**src/rtl/h2df_pkg.sv**
```systemverilog
package h2df_pkg;

    // Frame header layout and frame type limits
    localparam logic [3:0]  HDR_LEN_LAST   = 4'd2;
    localparam logic [3:0]  HDR_TYPE_IDX   = 4'd3;
    localparam logic [3:0]  HDR_FLAGS_IDX  = 4'd4;
    localparam logic [3:0]  HDR_LAST_IDX   = 4'd8;
    localparam logic [7:0]  TYPE_DATA      = 8'h00;
    localparam logic [7:0]  TYPE_KNOWN_MAX = 8'd10;

    // Receive window value after reset
    localparam logic [30:0] RX_WINDOW_RESET = 31'd20971520;

    // Result kinds
    localparam logic KIND_HEADER  = 1'b0;
    localparam logic KIND_PAYLOAD = 1'b1;

    // Framing event for one accepted byte
    typedef struct packed {
        logic        emit;
        logic        hdr_done;
        logic        data_frame;
        logic        kind;
        logic        last;
        logic [7:0]  pbyte;
        logic [3:0]  frame_type;
        logic [7:0]  frame_flags;
        logic        reserved_bit;
        logic [30:0] stream_id;
        logic [23:0] length;
    } t_parse_ev;

    // Flow-control view after this byte's accounting
    typedef struct packed {
        logic [30:0] window_left;
        logic        window_low;
        logic [23:0] update_needed;
    } t_win_info;

endpackage

```
**src/rtl/h2df_parse.sv**
```systemverilog
module h2df_parse (
    input  logic                 i_clk,
    input  logic                 i_rst_n,
    input  logic                 i_acc,
    input  logic [7:0]           i_byte,
    output h2df_pkg::t_parse_ev  o_ev
);
    import h2df_pkg::*;

    logic [3:0]  r_hdr_cnt,   n_hdr_cnt;
    logic [23:0] r_len,       n_len;
    logic [7:0]  r_type,      n_type;
    logic [7:0]  r_flags,     n_flags;
    logic [31:0] r_stream,    n_stream;
    logic [23:0] r_left,      n_left;

    // Header collection and payload byte count
    always_comb begin
        n_hdr_cnt = r_hdr_cnt;
        n_len     = r_len;
        n_type    = r_type;
        n_flags   = r_flags;
        n_stream  = r_stream;
        n_left    = r_left;
        o_ev      = '0;

        if (r_left != 24'd0) begin
            n_left     = r_left - 24'd1;
            o_ev.emit  = i_acc && (r_type <= TYPE_KNOWN_MAX);
            o_ev.kind  = KIND_PAYLOAD;
            o_ev.last  = (r_left == 24'd1);
            o_ev.pbyte = i_byte;
        end else begin
            if (r_hdr_cnt <= HDR_LEN_LAST) begin
                n_len = {r_len[15:0], i_byte};
            end else if (r_hdr_cnt == HDR_TYPE_IDX) begin
                n_type = i_byte;
            end else if (r_hdr_cnt == HDR_FLAGS_IDX) begin
                n_flags = i_byte;
            end else begin
                n_stream = {r_stream[23:0], i_byte};
            end

            if (r_hdr_cnt == HDR_LAST_IDX) begin
                n_hdr_cnt       = 4'd0;
                n_left          = n_len;
                o_ev.hdr_done   = i_acc;
                o_ev.data_frame = (n_type == TYPE_DATA);
                o_ev.emit       = i_acc && (n_type <= TYPE_KNOWN_MAX);
                o_ev.kind       = KIND_HEADER;
                o_ev.last       = (n_len == 24'd0);
            end else begin
                n_hdr_cnt = r_hdr_cnt + 4'd1;
            end
        end

        o_ev.frame_type   = n_type[3:0];
        o_ev.frame_flags  = n_flags;
        o_ev.reserved_bit = n_stream[31];
        o_ev.stream_id    = n_stream[30:0];
        o_ev.length       = n_len;
    end

    // Framing state, advanced on each accepted byte
    always_ff @(posedge i_clk) begin
        if (!i_rst_n) begin
            r_hdr_cnt <= '0;
            r_len     <= '0;
            r_type    <= '0;
            r_flags   <= '0;
            r_stream  <= '0;
            r_left    <= '0;
        end else if (i_acc) begin
            r_hdr_cnt <= n_hdr_cnt;
            r_len     <= n_len;
            r_type    <= n_type;
            r_flags   <= n_flags;
            r_stream  <= n_stream;
            r_left    <= n_left;
        end
    end

endmodule

```
**src/rtl/h2df_window.sv**
```systemverilog
module h2df_window (
    input  logic                 i_clk,
    input  logic                 i_rst_n,
    input  logic                 i_cfg_wr_en,
    input  logic [30:0]          i_cfg_wr_data,
    input  logic                 i_hdr_done,
    input  logic                 i_data_frame,
    input  logic [23:0]          i_length,
    output h2df_pkg::t_win_info  o_win
);
    import h2df_pkg::*;

    logic [30:0] r_window,  n_window;
    logic        r_low,     n_low;
    logic [23:0] r_pending, n_pending;
    logic [30:0] len_ext;

    assign len_ext = {7'd0, i_length};

    // Window accounting; a register write reloads the window
    always_comb begin
        n_window  = r_window;
        n_low     = r_low;
        n_pending = r_pending;
        if (i_cfg_wr_en) begin
            n_window = i_cfg_wr_data;
        end else if (i_hdr_done) begin
            n_low = 1'b0;
            if (i_data_frame) begin
                if (r_window <= len_ext) begin
                    n_low     = 1'b1;
                    n_pending = i_length;
                    n_window  = '0;
                end else begin
                    n_window = r_window - len_ext;
                end
            end
        end
    end

    assign o_win.window_left   = n_window;
    assign o_win.window_low    = n_low;
    assign o_win.update_needed = n_pending;

    always_ff @(posedge i_clk) begin
        if (!i_rst_n) begin
            r_window  <= RX_WINDOW_RESET;
            r_low     <= 1'b0;
            r_pending <= '0;
        end else begin
            r_window  <= n_window;
            r_low     <= n_low;
            r_pending <= n_pending;
        end
    end

endmodule

```
**src/rtl/http2_frame_deframer_top.sv**
```systemverilog
// HTTP/2 receive deframer. Takes one byte per cycle, collects each 9-byte frame
// header and passes on the payload. Frames of type 0 to 10 give one header
// result when the ninth header byte arrives, then one result per payload byte,
// with o_last on the final result of the frame; frames of other types are
// counted off and dropped. Each DATA frame lowers the receive window by its
// length, saturating at zero and raising o_window_low. A write on the
// configuration port reloads the window. Every byte is handled in the cycle it
// is accepted and its result appears in the output register on the next cycle,
// so the block sustains one byte per clock; it stalls input only while a
// result sits in the output register and the output side is stalled.
module http2_frame_deframer_top (
    input  logic        i_clk,
    input  logic        i_rst_n,
    input  logic        i_cfg_wr_en,
    input  logic [30:0] i_cfg_wr_data,
    input  logic        i_in_valid,
    output logic        o_in_stall,
    input  logic [7:0]  i_in_byte,
    output logic        o_out_valid,
    input  logic        i_out_stall,
    output logic        o_kind,
    output logic [3:0]  o_frame_type,
    output logic [7:0]  o_frame_flags,
    output logic        o_reserved_bit,
    output logic [30:0] o_stream_id,
    output logic [23:0] o_payload_length,
    output logic [7:0]  o_payload_byte,
    output logic        o_last,
    output logic [30:0] o_window_left,
    output logic        o_window_low,
    output logic [23:0] o_update_needed
);
    import h2df_pkg::*;

    logic      acc;
    t_parse_ev ev;
    t_win_info win;

    logic      r_out_valid, n_out_valid;
    t_parse_ev r_ev;
    t_win_info r_win;

    assign o_in_stall = r_out_valid && i_out_stall;
    assign acc        = i_in_valid && !o_in_stall;

    h2df_parse u_parse (
        .i_clk   (i_clk),
        .i_rst_n (i_rst_n),
        .i_acc   (acc),
        .i_byte  (i_in_byte),
        .o_ev    (ev)
    );

    h2df_window u_window (
        .i_clk         (i_clk),
        .i_rst_n       (i_rst_n),
        .i_cfg_wr_en   (i_cfg_wr_en),
        .i_cfg_wr_data (i_cfg_wr_data),
        .i_hdr_done    (ev.hdr_done),
        .i_data_frame  (ev.data_frame),
        .i_length      (ev.length),
        .o_win         (win)
    );

    // Output register valid
    always_comb begin
        if (acc && ev.emit) begin
            n_out_valid = 1'b1;
        end else if (i_out_stall) begin
            n_out_valid = r_out_valid;
        end else begin
            n_out_valid = 1'b0;
        end
    end

    always_ff @(posedge i_clk) begin
        if (!i_rst_n) begin
            r_out_valid <= 1'b0;
        end else begin
            r_out_valid <= n_out_valid;
        end
    end

    // Result payload, loaded with each emitted transaction
    always_ff @(posedge i_clk) begin
        if (acc && ev.emit) begin
            r_ev  <= ev;
            r_win <= win;
        end
    end

    assign o_out_valid      = r_out_valid;
    assign o_kind           = r_ev.kind;
    assign o_frame_type     = r_ev.frame_type;
    assign o_frame_flags    = r_ev.frame_flags;
    assign o_reserved_bit   = r_ev.reserved_bit;
    assign o_stream_id      = r_ev.stream_id;
    assign o_payload_length = r_ev.length;
    assign o_payload_byte   = r_ev.pbyte;
    assign o_last           = r_ev.last;
    assign o_window_left    = r_win.window_left;
    assign o_window_low     = r_win.window_low;
    assign o_update_needed  = r_win.update_needed;

endmodule

```
**config.mk**
```make
export PLATFORM = sky130hd
export DESIGN_NAME = http2_frame_deframer_top
export DESIGN_NICKNAME = d
export VERILOG_FILES = /design/src/rtl/h2df_pkg.sv /design/src/rtl/h2df_parse.sv /design/src/rtl/h2df_window.sv /design/src/rtl/http2_frame_deframer_top.sv
export SDC_FILE = /design/constraint.sdc
export NUM_CORES = 1
export LEC_CHECK = 0
export ABC_CLOCK_PERIOD_IN_PS = 12850
export BUFFER_PORTS_ARGS = -buffer_cell sky130_fd_sc_hd__buf_4
export CAP_MARGIN = 20
export CORE_MARGIN = 5
export CORE_UTILIZATION = 48
export CTS_CLUSTER_SIZE = 12
export DETAILED_ROUTE_END_ITERATION = 16
export PLACE_DENSITY = 0.78
export SLEW_MARGIN = 20
export SYNTH_ARGS = -nofsm -noshare
export SYNTH_HDL_FRONTEND = slang
export SYNTH_SLANG_ARGS = --single-unit
```
**constraint.sdc**
```tcl
create_clock -name i_clk -period 12.85 [get_ports i_clk]
set_clock_uncertainty 0.1 [all_clocks]
set_input_delay 0 -clock i_clk [delete_from_list [all_inputs] [get_ports i_clk]]
set_output_delay 0 -clock i_clk [all_outputs]
set_load 0.1 [all_outputs]
```
==> impl_metrics.toml <==
[synth]
yosysSeqAreaShare_pct = 48.2
async_reset_ff_share_pct = 0
synth_warnings = 0
synth_ff_type = "dfxtp_1"
synth_edf_count = 134
synthDistinctLibCells = 98
synth_area_sq_um = 14900
synth_seq_cells = 291
synth_nets = 1639
synth_cells = 1577
avgSynthCellArea_sq_um = 9.42

[global_route]
grt_usage_pct = 25.0
antenna_found_initial = 0
grt_max_degree = 82
gr-total-overflow = 0
grt_pass1_vias = 12431
grt_pass1_wl_mm = 69.3

[clock_tree]
cts_buffer_depth = 3
cts_sinks = 291
cts.clk_slew.worst_paths_ps = 60
cts_tree = "done"
cts-htree-levels = 1
cts-buffers-inserted = 30
root_buffer = "clkbuf_16"
cts-resized-gates = 0
cts_setup_buffers = 0
clock_latency_ps = 560

[final_layout]
multi_input_area_sq_um = 7100
seqCellArea_sq_um = 7170
mostFrequentLayoutCell = "nand2_1"
layout_common_cells = "nand2_1 (226), buf_4 (196), dfxtp_1 (157), a21oi_1 (138), edfxtp_1 (134)"
antenna_cells = 0
stdcell_count = 2178
nNetsFinal = 1820
drive_above_1_share_pct = 18.6
fill_cells = 2599
syn_to_final_growth_pct = 20.1

[route]
route.met3.wl_mm = 3.98
wl_met1_mm = 19.1
wl_met2_mm = 20.6
drt-pass1-iter-count = 6
num_vias = 13039
vias_per_cell = 5.99
wl_mm = 44.6
drc = 0
top_layer = "met4"
drtAntennaViolNets = 0
drt_iter0_drc = 1588
wl_per_cell_um = 20.5

[floorplan]
die_h_um = 186
core.rowCount = 64
die_area_sq_um = 34600
fp.coreArea_sq_um = 30600
start_util_pct = 48.6
ios = 180
die_w_um = 186

[run]
cap_viol_max_count = 0

[sta]
period_share_pct = 55.5
rsz0062_at_grt = "false"
final.min_clock_period_ps = 7130
max_slew.worst_pin.slew_ps = 1090
setup_violations = 0
fin_hold_ws_ps = 201
hold_violations = 0
tns_ps = 0
worst_slack_ps = 5720
slew_headroom_pct = 27.3
slew_violations = 0
fmax_ghz = 0.140

[worst_setup_path]
crit_fanout = 28
crit_type = "flip-flop to flip-flop"
crit_path_end_kind = "flip-flop"
cp.arrival_ps = 7470
start_kind = "flip-flop"
required_ps = 13200

[placement]
placedCellCount = 2075
gp_congestion = 0.966
portBuffers = 179
dp_hpwl_mm = 30.5
pre_cts_ws_ps = 5980

[run_status]
status = "finished, final reports clean"

[min_path]
hold_class = "input port to flip-flop"
## final timing paths
check                                  start                          endpoint  slack [ps]  cells after the start
max          u_parse.r_left[23]$_SDFFE_PN0P_  u_window.r_pending[7]$_SDFF_PN0_        5720                     21
min                        i_cfg_wr_data[21]  u_window.r_window[21]$_SDFF_PN0_         200                      4
max reg2reg  u_parse.r_left[23]$_SDFFE_PN0P_  u_window.r_pending[7]$_SDFF_PN0_        5720                     21
min reg2reg  u_parse.r_flags[6]$_SDFFE_PN0P_   u_parse.r_flags[6]$_SDFFE_PN0P_         350                      2
## per-stage QoR
step	util, %	area (sq um)
after detailed placement	53.8	16500
after floorplan	-	14900
after global routing	58.3	17800
final	58.3	17800
after global placement	53.8	16500
after CTS	58.3	17800
## repair_timing
action / CTS / global route
setup endpoints to repair: 0 / 0
endpoints found under the hold margin: 173 / 0
hold buffers: 47 / 0
## final cells by class
cell class	instances	share of cell area (%)
flip-flops and latches	291	40.2
inverters	59	1.24
clock inverters	6	0.372
well taps	396	2.78
multi-input cells	1133	39.8
clock buffers	50	4.80
repair buffers	243	10.9
## kinds of logic (layout without fill, tap and decap cells)
group	after synthesis	after routing	share of synthesized area [%]
AOI/OAI and AO/OA	417	417	18.2
xor gates and xnor gates	21	21	1.24
and+or+nand+nor	589	589	20.0
adders and majority gates	28	28	2.27
muxes	78	78	5.84
DFF	291	291	48.2
buffers and inverters	153	358	4.19
## worst max-delay path, cell delays in order (launching register included)
cell       delay [ps]
dfxtp_1           320
nor4_1            620
nand4_2           700
nor2_2            350
inv_2             230
buf_4             310
nor2_1            180
a21o_1            160
inv_1              90
ha_1              370
nand2_1            80
a2111oi_0         500
a311oi_1          180
nor4b_1           490
nand3b_1          150
nor4_2            300
a21oi_4            30
buf_4             240
nor3_4            610
buf_4             410
mux2_1            380
and2_1            170
## per-layer routing
layer	vias up	GRT usage [%]
met1	6247	34.8
met2	589	40.5
met5	-	0
li1	6140	-
met4	0	6.47
met3	63	4.40
## registers in the layout (all words and copies together) (netlist names), 4 cells and up
signal	flops
u_parse.r_stream	32
o_stream_id	31
o_window_left	31
u_window.r_window	31
o_payload_length	24
o_update_needed	24
u_parse.r_left	24
u_parse.r_len	24
u_window.r_pending	24
o_frame_flags	8
o_payload_byte	8
u_parse.r_flags	8
u_parse.r_type	8
o_frame_type	4
u_parse.r_hdr_cnt	4
## cells in the mapped netlist (10+ instances only)
library cell	number	area share (%)
mux2_1	16	1.2
nor2_1	93	2.3
nor4_1	19	0.80
ha_1	17	1.4
o21ai_0	82	2.8
o211ai_1	16	0.81
and3_1	13	0.55
a21oi_1	139	4.7
nand3_1	40	1.3
nand2_1	226	5.7
a31oi_1	15	0.63
inv_1	56	1.4
mux2i_1	11	0.74
nand2b_1	24	1.0
and2_1	55	2.3
or3_1	14	0.59
xnor2_1	16	0.94
dfxtp_1	157	21
mux2_2	50	3.8
a211oi_1	34	1.7
clkbuf_1	73	1.8
edfxtp_1	134	27
a21o_1	12	0.61
a32oi_1	12	0.71
nand4_1	15	0.63
o21a_1	11	0.56
nor3_1	28	0.94
a2111oi_0	10	0.59
Power is left out: the tool's default activity adds up to more than one toggle a clock period on the data nets, which glitch-free logic cannot reach.
